File: config.mk
export PLATFORM = sky130hd
export DESIGN_NAME = framed_box_coordinate_parser_core_flat
export DESIGN_NICKNAME = d
export VERILOG_FILES = /design/src/fbcp_pkg.sv /design/src/fbcp_in_if.sv /design/src/fbcp_out_if.sv /design/src/fbcp_cell.sv /design/src/fbcp_ctrl.sv /design/src/framed_box_coordinate_parser_core.sv /design/src/flat_wrapper.sv
export SDC_FILE = /design/constraint.sdc
export NUM_CORES = 1
export LEC_CHECK = 0
export BUFFER_PORTS_ARGS = -buffer_cell sky130_fd_sc_hd__buf_2
export CORE_UTILIZATION = 49
export CTS_CLUSTER_DIAMETER = 100
export DETAILED_ROUTE_END_ITERATION = 10
export HOLD_SLACK_MARGIN = 0.08
export PLACE_DENSITY = 0.72
export SYNTH_ARGS = -nofsm -noshare
export SYNTH_HDL_FRONTEND = slang
export SYNTH_HIERARCHICAL = 1
export SYNTH_SLANG_ARGS = --single-unit
File: constraint.sdc
create_clock -name clk -period 4.8 [get_ports clk]
set_clock_uncertainty 0.2 [all_clocks]
set_input_delay 0.96 -clock clk [delete_from_list [all_inputs] [get_ports clk]]
set_output_delay 0.96 -clock clk [all_outputs]
set_load 0.03 [all_outputs]
File: src/fbcp_pkg.sv
// Package for the framed box coordinate parser.
// Holds register indexes, reset values, sizing constants and the control struct.
// No dependencies.
`default_nettype none

package fbcp_pkg;

	localparam int unsigned BYTE_W = 8;
	localparam int unsigned CFG_IDX_W = 2;

	// Register indexes of the configuration port.
	localparam logic [CFG_IDX_W-1:0] REG_HEADER_FIRST = 2'd0;
	localparam logic [CFG_IDX_W-1:0] REG_HEADER_SECOND = 2'd1;
	localparam logic [CFG_IDX_W-1:0] REG_END_MARK = 2'd2;

	localparam logic [BYTE_W-1:0] HEADER_FIRST_RST = 8'h2C;
	localparam logic [BYTE_W-1:0] HEADER_SECOND_RST = 8'h12;
	localparam logic [BYTE_W-1:0] END_MARK_RST = 8'h5B;

	localparam int unsigned FRAME_MAX_DEF = 10;
	// Two header bytes, four payload bytes and the end mark.
	localparam int unsigned MIN_FRAME = 7;
	// The cell chain keeps the four newest stored bytes; the four before a frame's last byte are latched.
	localparam int unsigned HIST_CELLS = 4;

	typedef struct packed {
		logic shift;
		logic latch;
		logic emit;
	} fbcp_ctl_t;

endpackage

`default_nettype wire

File: src/fbcp_in_if.sv
// Input channel of the framed box coordinate parser: one received byte per beat.
// Depends on fbcp_pkg for the byte width.
`default_nettype none

interface fbcp_in_if;
	logic valid;
	logic ready;
	logic [fbcp_pkg::BYTE_W-1:0] rx_byte;

	modport source (output valid, output rx_byte, input ready);
	modport sink (input valid, input rx_byte, output ready);
endinterface

`default_nettype wire

File: src/fbcp_out_if.sv
// Output channel of the framed box coordinate parser: one box per beat.
// Depends on fbcp_pkg for the byte width.
`default_nettype none

interface fbcp_out_if;
	logic valid;
	logic ready;
	logic [fbcp_pkg::BYTE_W-1:0] box_x;
	logic [fbcp_pkg::BYTE_W-1:0] box_y;
	logic [fbcp_pkg::BYTE_W-1:0] box_width;
	logic [fbcp_pkg::BYTE_W-1:0] box_height;

	modport source (output valid, output box_x, output box_y, output box_width,
		output box_height, input ready);
	modport sink (input valid, input box_x, input box_y, input box_width,
		input box_height, output ready);
endinterface

`default_nettype wire

File: src/fbcp_cell.sv
// One byte cell of the history chain; takes its neighbor's byte on a shift.
// Depends on fbcp_pkg.
`default_nettype none

module fbcp_cell (
	input  wire logic                        clk,
	input  wire logic                        shift,
	input  wire logic [fbcp_pkg::BYTE_W-1:0] d,
	output logic      [fbcp_pkg::BYTE_W-1:0] q
);
	import fbcp_pkg::*;

	logic [BYTE_W-1:0] byte_q;

	always_ff @(posedge clk) begin
		if (shift) begin
			byte_q <= d;
		end
	end

	assign q = byte_q;

endmodule

`default_nettype wire

File: src/fbcp_ctrl.sv
// Frame sequencer: header matching, byte count and frame end detection.
// Depends on fbcp_pkg; drives the cell chain and the latch and emit strobes.
`default_nettype none

module fbcp_ctrl #(
	parameter int unsigned FRAME_MAX = fbcp_pkg::FRAME_MAX_DEF
) (
	input  wire logic                        clk,
	input  wire logic                        arst_n,
	input  wire logic                        accept,
	input  wire logic [fbcp_pkg::BYTE_W-1:0] rx_byte,
	input  wire logic [fbcp_pkg::BYTE_W-1:0] header_first,
	input  wire logic [fbcp_pkg::BYTE_W-1:0] header_second,
	input  wire logic [fbcp_pkg::BYTE_W-1:0] end_mark,
	input  wire logic [fbcp_pkg::BYTE_W-1:0] last_byte,
	output logic                             emit_due,
	output fbcp_pkg::fbcp_ctl_t              ctl
);
	import fbcp_pkg::*;

	localparam int unsigned CNT_W = $clog2(FRAME_MAX + 1);

	typedef enum logic [1:0] {
		ST_HDR1,
		ST_HDR2,
		ST_STORE,
		ST_DONE
	} state_t;

	state_t state_q, state_d;
	logic [CNT_W-1:0] cnt_q, cnt_d, cnt_inc;

	assign cnt_inc = cnt_q + CNT_W'(1);

	// The next accepted byte releases a box; known from registers alone.
	assign emit_due = (state_q == ST_DONE) && (last_byte == end_mark);

	always_comb begin
		state_d = state_q;
		cnt_d = cnt_q;
		ctl = '0;
		unique case (state_q)
			ST_HDR1: begin
				if (rx_byte == header_first) begin
					ctl.shift = 1'b1;
					cnt_d = cnt_inc;
					state_d = ST_HDR2;
				end else begin
					cnt_d = '0;
				end
			end
			ST_HDR2: begin
				if (rx_byte == header_second) begin
					ctl.shift = 1'b1;
					cnt_d = cnt_inc;
					state_d = ST_STORE;
				end else begin
					cnt_d = '0;
					state_d = ST_HDR1;
				end
			end
			ST_STORE: begin
				ctl.shift = 1'b1;
				cnt_d = cnt_inc;
				if (cnt_inc == CNT_W'(FRAME_MAX) || rx_byte == end_mark) begin
					// A frame ending before four payload bytes is dropped.
					if (cnt_inc < CNT_W'(MIN_FRAME)) begin
						cnt_d = '0;
						state_d = ST_HDR1;
					end else begin
						ctl.latch = 1'b1;
						state_d = ST_DONE;
					end
				end
			end
			ST_DONE: begin
				// This byte is discarded; the frame counts only if it closed on the end mark.
				ctl.emit = emit_due;
				cnt_d = '0;
				state_d = ST_HDR1;
			end
			default: begin
				cnt_d = '0;
				state_d = ST_HDR1;
			end
		endcase
		if (!accept) begin
			ctl = '0;
			state_d = state_q;
			cnt_d = cnt_q;
		end
	end

	always_ff @(posedge clk or negedge arst_n) begin
		if (!arst_n) begin
			state_q <= ST_HDR1;
			cnt_q <= '0;
		end else begin
			state_q <= state_d;
			cnt_q <= cnt_d;
		end
	end

endmodule

`default_nettype wire

File: src/framed_box_coordinate_parser_core.sv
// Framed box coordinate parser: one received byte is taken on every cycle unless input is held off.
// The box appears in the cycle after the byte that follows the frame's last byte is taken.
// The sequencer and the byte cell chain take one byte per cycle while input is not held off.
// A result waiting at the output does not stop input unless it is stalled while a new one is due.
// Reset (arst_n low) returns the sequencer to header search, the config registers to defaults and clears box valid.
`default_nettype none

module framed_box_coordinate_parser_core #(
	parameter int unsigned FRAME_MAX = fbcp_pkg::FRAME_MAX_DEF
) (
	input  wire logic                           clk,
	input  wire logic                           arst_n,
	input  wire logic                           cfg_we,
	input  wire logic [fbcp_pkg::CFG_IDX_W-1:0] cfg_index,
	input  wire logic [fbcp_pkg::BYTE_W-1:0]    cfg_wdata,
	fbcp_in_if.sink                             rx,
	fbcp_out_if.source                          box
);
	import fbcp_pkg::*;

	logic [BYTE_W-1:0] header_first_q, header_second_q, end_mark_q;
	logic [BYTE_W-1:0] cell_q [HIST_CELLS];
	logic [BYTE_W-1:0] lat_x_q, lat_y_q, lat_w_q, lat_h_q;
	logic [BYTE_W-1:0] box_x_q, box_y_q, box_w_q, box_h_q;
	logic box_vld_q;
	logic accept;
	logic emit_due;
	fbcp_ctl_t ctl;

	// Input is held off only when the next byte would release a box that has nowhere to go.
	assign rx.ready = !box_vld_q || box.ready || !emit_due;
	assign accept = rx.valid && rx.ready;

	always_ff @(posedge clk or negedge arst_n) begin
		if (!arst_n) begin
			header_first_q <= HEADER_FIRST_RST;
			header_second_q <= HEADER_SECOND_RST;
			end_mark_q <= END_MARK_RST;
		end else if (cfg_we) begin
			unique case (cfg_index)
				REG_HEADER_FIRST:  header_first_q <= cfg_wdata;
				REG_HEADER_SECOND: header_second_q <= cfg_wdata;
				REG_END_MARK:      end_mark_q <= cfg_wdata;
				default: ;
			endcase
		end
	end

	fbcp_ctrl #(.FRAME_MAX(FRAME_MAX)) u_ctrl (
		.clk           (clk),
		.arst_n        (arst_n),
		.accept        (accept),
		.rx_byte       (rx.rx_byte),
		.header_first  (header_first_q),
		.header_second (header_second_q),
		.end_mark      (end_mark_q),
		.last_byte     (cell_q[0]),
		.emit_due      (emit_due),
		.ctl           (ctl)
	);

	// Cell zero holds the newest stored byte, the highest cell the oldest.
	for (genvar i = 0; i < HIST_CELLS; i++) begin : g_cell
		if (i == 0) begin : g_head
			fbcp_cell u_cell (
				.clk   (clk),
				.shift (ctl.shift),
				.d     (rx.rx_byte),
				.q     (cell_q[i])
			);
		end else begin : g_body
			fbcp_cell u_cell (
				.clk   (clk),
				.shift (ctl.shift),
				.d     (cell_q[i-1]),
				.q     (cell_q[i])
			);
		end
	end

	// Latch on the end byte itself, so the chain is read before it shifts.
	always_ff @(posedge clk) begin
		if (ctl.latch) begin
			lat_x_q <= cell_q[3];
			lat_y_q <= cell_q[2];
			lat_w_q <= cell_q[1];
			lat_h_q <= cell_q[0];
		end
	end

	always_ff @(posedge clk or negedge arst_n) begin
		if (!arst_n) begin
			box_vld_q <= 1'b0;
		end else if (ctl.emit) begin
			box_vld_q <= 1'b1;
		end else if (box.ready) begin
			box_vld_q <= 1'b0;
		end
	end

	always_ff @(posedge clk) begin
		if (ctl.emit) begin
			box_x_q <= lat_x_q;
			box_y_q <= lat_y_q;
			box_w_q <= lat_w_q;
			box_h_q <= lat_h_q;
		end
	end

	assign box.valid = box_vld_q;
	assign box.box_x = box_x_q;
	assign box.box_y = box_y_q;
	assign box.box_width = box_w_q;
	assign box.box_height = box_h_q;

endmodule

`default_nettype wire

File: src/flat_wrapper.sv
// flat-port wrapper written by rule: the top's interface ports become plain ports
module framed_box_coordinate_parser_core_flat import fbcp_pkg::*;
#(
	parameter int unsigned FRAME_MAX = fbcp_pkg::FRAME_MAX_DEF
)
  (clk, arst_n, cfg_we, cfg_index, cfg_wdata, rx_valid, rx_rx_byte, rx_ready, box_valid, box_box_x, box_box_y, box_box_width, box_box_height, box_ready);
  fbcp_in_if rx_i ();
  fbcp_out_if box_i ();
  input  wire logic clk;
  input  wire logic arst_n;
  input  wire logic cfg_we;
  input  wire logic [fbcp_pkg::CFG_IDX_W-1:0] cfg_index;
  input  wire logic [fbcp_pkg::BYTE_W-1:0] cfg_wdata;
  input wire logic [$bits(rx_i.valid)-1:0] rx_valid;
  input wire logic [$bits(rx_i.rx_byte)-1:0] rx_rx_byte;
  output wire logic [$bits(rx_i.ready)-1:0] rx_ready;
  output wire logic [$bits(box_i.valid)-1:0] box_valid;
  output wire logic [$bits(box_i.box_x)-1:0] box_box_x;
  output wire logic [$bits(box_i.box_y)-1:0] box_box_y;
  output wire logic [$bits(box_i.box_width)-1:0] box_box_width;
  output wire logic [$bits(box_i.box_height)-1:0] box_box_height;
  input wire logic [$bits(box_i.ready)-1:0] box_ready;
  assign rx_i.valid = rx_valid;
  assign rx_i.rx_byte = rx_rx_byte;
  assign rx_ready = rx_i.ready;
  assign box_valid = box_i.valid;
  assign box_box_x = box_i.box_x;
  assign box_box_y = box_i.box_y;
  assign box_box_width = box_i.box_width;
  assign box_box_height = box_i.box_height;
  assign box_i.ready = box_ready;
  framed_box_coordinate_parser_core #(.FRAME_MAX(FRAME_MAX)) u_core (.clk(clk), .arst_n(arst_n), .cfg_we(cfg_we), .cfg_index(cfg_index), .cfg_wdata(cfg_wdata), .rx(rx_i), .box(box_i));
endmodule
Word-level counts from Yosys, hierarchy flattened
Cells that the tools add are included.
- equal/unequal tests: 12
- muxes and demuxes: 20
- $lt $le $gt $ge: 1
- add/subtract/negate cells: 1
- reductions and logical operators: 14
- operators with widths (operator ; number):
    8-bit equality test ; 4
    4-bit 2-to-1 mux ; 4
    4-bit case mux with 4 select lines ; 1
    1-bit 2-to-1 mux ; 8
    2-bit 2-to-1 mux ; 4
    2-bit case mux with 4 select lines ; 1
    2-bit equality test, second input constant ; 3
    2-bit AND reduction ; 3
    4-bit by 1-bit adder with 4-bit output, second input constant ; 1
    2-bit by 1-bit equality test with 1-bit output, second input constant ; 2
    4-bit equality test, second input constant ; 1
    2-bit logical NOT ; 2
    4-bit by 3-bit < comparator with 1-bit output, second input constant ; 1
    2-bit inequality test, second input constant ; 2
    1-bit logical OR ; 3
    3-bit 2-to-1 mux ; 1
    1-bit case mux with 3 select lines ; 1
    3-bit AND reduction ; 1
    1-bit logical AND ; 2
    1-bit logical NOT ; 2
    2-bit nonzero test ; 1
- flip-flop bits (word level): 127
- word-level logic and storage cells: 66
- output and inout port bits: 34
- input port bits: 23

Depth between registers and ports, before layout
Gate-level depths: netlist (run 1).
- word-level depth: 7
- depth in mapped cells: 11
- mapped depth without buffers: 10

Hierarchy
Netlist (run 1), hierarchy kept.
- modules (own cells, without submodules) (module ; times used ; area each (um2) ; sequential area each (um2) ; cells an instance):
    framed_box_coordinate_parser_core ; 1 ; 2896.5 ; 2560.0 ; 120
    fbcp_cell ; 4 ; 240.2 ; 240.2 ; 8
    fbcp_ctrl ; 1 ; 875.8 ; 150.1 ; 111

Least setup slack after synthesis (run 1)
No wires, ideal clock.
- kind: input port to flip-flop
- start point: input port box_ready
- end point: register u_core.box_h_q[0] (netlist: u_core/box.box_height[0]), enable pin
- stages: 5
- buffers on the path: 1
- arrival time: 4.944 ns
- required time: 4.095 ns
- library setup time: 0.505 ns
- path slack: -0.849 ns
- cells stage by stage: nand3b_1 > and2_1 > buf_2 > inv_1 > nor4_1
- RTL lines (what ; RTL line ; source):
    start: declaration ; flat_wrapper.sv:22 ; input wire logic [$bits(box_i.ready)-1:0] box_ready;
    end signal: assignment ; framed_box_coordinate_parser_core.sv:106 ; box_h_q <= lat_h_q;
    end: declaration ; framed_box_coordinate_parser_core.sv:24 ; logic [BYTE_W-1:0] box_x_q, box_y_q, box_w_q, box_h_q;

Worst setup path after layout (run 1)
- start point: register u_core.end_mark_q[1]
- end point: output port rx_ready
- longest elaborated chain between the ends: 4
- ends and longest elaborated chain (what ; RTL line ; source):
    start: declaration ; framed_box_coordinate_parser_core.sv:21 ; logic [BYTE_W-1:0] header_first_q, header_second_q, end_mark_q;
    start signal: assignment ; framed_box_coordinate_parser_core.sv:43 ; REG_END_MARK: end_mark_q <= cfg_wdata;
    8-bit equality test ; fbcp_ctrl.sv:36 ; assign emit_due = (state_q == ST_DONE) && (last_byte == end_mark);
    1-bit logical AND ; fbcp_ctrl.sv:36 ;
    via u_core.emit_due ; framed_box_coordinate_parser_core.sv:27 ; logic emit_due;
    1-bit logical NOT ; framed_box_coordinate_parser_core.sv:31 ; assign rx.ready = !box_vld_q || box.ready || !emit_due;
    1-bit logical OR ; framed_box_coordinate_parser_core.sv:31 ;
    end: declaration ; flat_wrapper.sv:16 ; output wire logic [$bits(rx_i.ready)-1:0] rx_ready;
The timed path passes the listed nets, and every way through them passes these cells.

==> results.toml, run 1 <==
[clocking]
cts_buffers = 17
cts_tree = "yes"
cts_sinks = 127
hold_buffers = 0
cts_buffer_depth = 2
clkTransAtPathRegs_ns = 0.06
worstSkewPairLatency_ns = 0.51
cts-root-buf = "clkbuf_8"
cts.htree.levels = 4
postCtsSetupBuffers = 0
cts-resized-gates = 0

[floorplan]
num_rows = 35
ios = 57
dieArea_um2 = 10100
die_h_um = 100
initial_core_util = 0.510
core-area_um2 = 9280
fp.dieW_um = 100

[global_routing]
grt_pass1_vias = 2436
grt_overflow_total = 0
grt_use_met2 = 0.261
grt_pass1_wl_um = 11600
grt_max_degree = 34
met3_usage = 0.0557
grt_usage = 0.160
grt.met1_usage = 0.189
grt-busiest-layer = "met2"
antenna_found_initial = 0

[finish]
final_core_util = 0.623
drive_above_1_share = 0.370
multiInputGateArea_um2 = 1040
final_nets = 364
area_growth_pct = 22.3
seq_area_um2 = 3670
diodes = 0
final_area_um2 = 5790
fillers = 701
largest_register_ffs = 24
finalNonFillerCells = 480

[synth]
ys_warn_count = 6
synth_edf_count = 96
ys_types = 38
ys_ff_latch = 127
synthesis.area_um2 = 4730
synth_nets = 289
synth_cells = 263
syn_area_per_cell_um2 = 18.0
synthArstFlopShare = 0.244
yosys_most_used_dff = "edfxtp_1"
synth-seq-area-share = 0.776

[critical_path]
crit_path_top_delay_cell = "dfstp_2"
critPathTopFamily = "flip-flops"
critical_path.max_stage_delay_ns = 0.56
crit_required_ns = 3.64
end_kind = "output pin"
crit_type = "flop to output pin"
crit_path_cell_trace = "xnor2_1 -> nand4_1 -> nor3_1 -> nand3b_1 -> buf_2"
crit_path_start_kind = "flop"
path_max_fanout = 3
crit_buf_inv = 1
arrival_ns = 1.93

[routing]
dr.pass1.iters = 4
routed_via_density = 5.01
ant_nets = 0
drt_wl_total_um = 7190
wire_per_inst_um = 15.0
drc_errors = 0
drt_iter0_markers = 113
vias = 2406

[sta]
finalHoldViolCount = 0
setup_viol = 0
tightest_slew_ns = 0.704
min_period_over_period = 0.643
layout_min_cycle_time_ns = 3.09
maxSlewViolCount = 0
relSlewSlack = 0.531
fin_tns_setup_ns = 0
rsz0062_at_grt = "no"
holdWs_ns = 0.216
clock.fmax_mhz = 324

[placed_design]
placed_cell_area_um2 = 5200
dpl.cell_count = 448
dpl.hpwl_um = 4700
io_buffer_count = 56
routabilityCongestion = 0.776

[power_and_ir_drop]
irDropWorstVdd_mv = 0.286
powerDensity_nw_per_um2 = 514
power.leakage_nw = 2.13

[run]
maxCapViolations = 0

[status]
status = "complete, no violations"

[worst_hold_path]
hold_path.class = "flop to flop"
-- cell type report --
cell class,count,share of cell area
Clock buffer,17,0.0716
Clock inverter,15,0.0298
Inverter,6,0.00389
Multi-Input combinational cell,127,0.180
Sequential cell,127,0.634
Tap cell,129,0.0279
Timing Repair Buffer,59,0.0523
-- cells by family (layout without fill, tap and decap cells) --
| logic type | Yosys count | after routing | synth area share |
|---|---|---|---|
| simple gates | 43 | 43 | 0.0555 |
| fa+ha+maj | 3 | 3 | 0.00793 |
| xor+xnor | 34 | 34 | 0.0629 |
| flops | 127 | 127 | 0.776 |
| compound gates | 22 | 22 | 0.0312 |
| buf+inv | 9 | 97 | 0.00766 |
| mux | 25 | 25 | 0.0592 |
-- through the flow --
stage	power (mW)	worst slack (ns)
final	2.97	1.71
after global routing	3.10	1.60
after CTS	3.01	1.64
after detailed placement	1.75	1.79
after global placement	1.74	1.84
after floorplan	1.65	0.544
-- worst paths after layout --
kind | startpoint | end | slack, ns | cells after the start
max | u_core/end_mark_q[1]$_DFFE_PN1P_ | rx_ready | 1.71 | 5
min | u_core/lat_h_q[2]$_DFFE_PP_ | u_core/box.box_height[2]$_DFFE_PP_ | 0.22 | 0
max reg2reg | u_core/end_mark_q[3]$_DFFE_PN1P_ | u_core/box.box_x[2]$_DFFE_PP_ | 1.97 | 8
min reg2reg | u_core/lat_h_q[2]$_DFFE_PP_ | u_core/box.box_height[2]$_DFFE_PP_ | 0.22 | 0
max in group asynchronous | arst_n | u_core/end_mark_q[5]$_DFFE_PN0P_ | 3.64 | 1
min in group asynchronous | arst_n | u_core/box.valid$_DFFE_PN0P_ | 0.30 | 1
-- routing by layer --
layer / wire (um) / vias to the layer above
li1: - / 1139
met1: 3120 / 1181
met2: 3610 / 78
met3: 382 / 8
met4: 78 / 0
met5: 0 / -
-- where the power goes --
group | switching (mW) | internal (mW)
clock network | 0.492 | 0.756
logic | 0.153 | 0.125
registers | 0.0954 | 1.35
-- synthesized netlist by cell type, types with 3 or more instances --
cell type,number,area (um2)
edfxtp_1,96,2880
a21oi_1,3,15.0
dfstp_2,10,263
xnor2_1,24,210
dfrtp_1,21,526
nand3_1,7,35.0
ha_1,3,37.5
nand4_1,5,31.3
mux2_2,24,270
nor4_1,3,18.8
inv_1,6,22.5
o21ai_0,5,25.0
nor2_1,8,30.0
nand2_1,8,30.0
xor2_1,10,87.6
-- cells in the final DEF (no fill, tap or decap), types with 5 or more instances in the layout --
cell,synthesis,layout
nand3_1,7,7
dfstp_2,10,10
edfxtp_1,96,96
xor2_1,10,10
inv_1,6,6
nand4_1,5,5
dfrtp_1,21,21
inv_6,0,6
nor2_1,8,7
nand2_1,8,8
mux2_2,24,24
o21ai_0,5,5
xnor2_1,24,24
buf_2,2,56
clkbuf_16,0,16
-- worst register-to-register path: cells and delay by family (launching register included) --
| family | cells | cell delay [ns] |
|---|---|---|
| simple gates | 5 | 1.02 |
| buf+inv | 2 | 0.62 |
| flops | 1 | 0.56 |
| xor+xnor | 1 | 0.08 |
No activity file was read; power rests on OpenSTA's default activity.
==> run 2, diff against run 1 <==
- clock period: 4.8 -> 2.82 ns (I/O delays scaled with it)
==> run 2 against run 1 <==
Compared with the run above: worst hold slack worse by 0.094 ns; critical path depth unchanged; power rose by 79%; sequential share of layout area shrank 1.3 points; first-iteration DRC count fell by 35%; utilization rose by 1.3 points; critical endpoint unchanged; largest cell class unchanged; sequential cell count is the same; via count is 1.4% higher.
==> results.toml, run 2 (synthesized netlist as in run 1, its figures left out) <==
[status]
status = "complete, no violations"

[sta]
setup_viol = 0
holdWs_ns = 0.122
finalHoldViolCount = 0
tightest_slew_ns = 0.715
min_period_over_period = 0.935
clock.fmax_mhz = 379
layout_min_cycle_time_ns = 2.64
rsz0062_at_grt = "no"
maxSlewViolCount = 0
relSlewSlack = 0.523

[clocking]
cts-resized-gates = 0
clkTransAtPathRegs_ns = 0.06
worstSkewPairLatency_ns = 0.50
cts-root-buf = "clkbuf_8"
cts_tree = "yes"
cts_buffer_depth = 2
postCtsSetupBuffers = 0
hold_buffers = 1
cts_sinks = 127
cts_buffers = 17
cts.htree.levels = 4

[routing]
routed_via_density = 5.06
dr.pass1.iters = 4
vias = 2439
ant_nets = 0
wire_per_inst_um = 15.2
drt_wl_total_um = 7350
drc_errors = 0
drt_iter0_markers = 74

[floorplan]
die_h_um = 100
fp.dieW_um = 100
num_rows = 35
ios = 57
initial_core_util = 0.510
dieArea_um2 = 10100
core-area_um2 = 9280

[placed_design]
io_buffer_count = 56
dpl.hpwl_um = 4820
dpl.cell_count = 449
routabilityCongestion = 0.804

[finish]
layout_common_cells = "edfxtp_1 (96), buf_2 (56), mux2_2 (24), xnor2_1 (24), dfrtp_1 (21)"
largest_register_ffs = 24
final_nets = 366
layout_commonest_cell = "edfxtp_1"
finalNonFillerCells = 482
drive_above_1_share = 0.377
area_growth_pct = 24.9
diodes = 0

[critical_path]
crit_path_top_delay_cell = "dfstp_2"
crit_path_cell_trace = "xnor2_1 -> nand3_1 -> nor3_1 -> nand3b_1 -> buf_2"
crit_type = "flop to output pin"
end_kind = "output pin"
arrival_ns = 1.87
critPathTopFamily = "flip-flops"
crit_path_start_kind = "flop"
crit_required_ns = 2.06
critical_path.max_stage_delay_ns = 0.55
crit_buf_inv = 1
path_max_fanout = 3

[global_routing]
antenna_found_initial = 0
grt_usage = 0.161
grt_pass1_wl_um = 11700
grt_max_degree = 34
grt_pass1_vias = 2346
grt_overflow_total = 0

[power_and_ir_drop]
irDropWorstVdd_mv = 0.504
powerDensity_nw_per_um2 = 900
power.leakage_nw = 2.19

[worst_hold_path]
hold_path.class = "primary input to flop"

[run]
maxCapViolations = 0
-- run 2: cell types whose count changed in the layout (fill, tap and decap cells not counted), moves of 2 or more --
cell        change
clkinv_4        +4
buf_4           -2
clkinvlp_4      -3
bufinv_16       +3
inv_8           -3
buf_12          +3
-- run 2: area by class of cell --
cell class,instances,area [um2]
clock inverter,14,229
inverter,6,25.0
tap,129,161
clock buffer,18,418
multi-input combinational,127,1050
fill,700,3370
timing repair buffer,61,358
sequential,127,3670
-- run 2: metrics by stage --
stage	TNS [ns]	power (mW)	setup slack (ns)	area, um2	util
after CTS	0	5.38	0.112	5910	0.637
after floorplan	-9.40	2.82	-0.291	4770	-
after global placement	0	2.98	0.319	5260	0.566
after global routing	0	5.53	0.0182	5910	0.637
final	0	5.32	0.183	5910	0.637
after detailed placement	0	3.01	0.247	5260	0.566
-- run 2: final timing paths --
path | endpoint | start | cells past startpoint | slack (ns)
worst max-delay path | rx_ready | u_core/end_mark_q[3]$_DFFE_PN1P_ | 5 | 0.18
min in group asynchronous | u_core/u_ctrl/cnt_q[2]$_DFFE_PN0P_ | arst_n | 2 | 0.45
worst min-delay path | u_core/end_mark_q[7]$_DFFE_PN0P_ | cfg_wdata[7] | 2 | 0.12
worst min register to register | u_core/lat_x_q[2]$_DFFE_PP_ | u_core/g_cell[3].g_body.u_cell/q[2]$_DFFE_PP_ | 0 | 0.22
max in group asynchronous | u_core/end_mark_q[5]$_DFFE_PN0P_ | arst_n | 2 | 1.50
worst max register to register | u_core/g_cell[2].g_body.u_cell/q[2]$_DFFE_PP_ | u_core/end_mark_q[3]$_DFFE_PN1P_ | 8 | 0.26
-- run 2: report_power, final --
| group | total [mW] | switching, mW | leakage, nW | internal (mW) |
|---|---|---|---|---|
| registers | 2.46 | 0.157 | 1.24 | 2.30 |
| clock network | 2.34 | 0.798 | 0.315 | 1.54 |
| logic | 0.521 | 0.284 | 0.636 | 0.237 |
| total | 5.32 | 1.24 | 2.19 | 4.08 |
-- run 2: metal layers --
metal | track usage | vias to the layer above | wire [um] | part of all wire
li1 | - | 1150 | - | -
met1 | 0.203 | 1198 | 3200 | 0.44
met2 | 0.254 | 87 | 3700 | 0.50
met3 | 0.0557 | 4 | 398 | 0.054
met4 | 0.0702 | 0 | 46 | 0.0063
met5 | 0 | - | 0 | 0
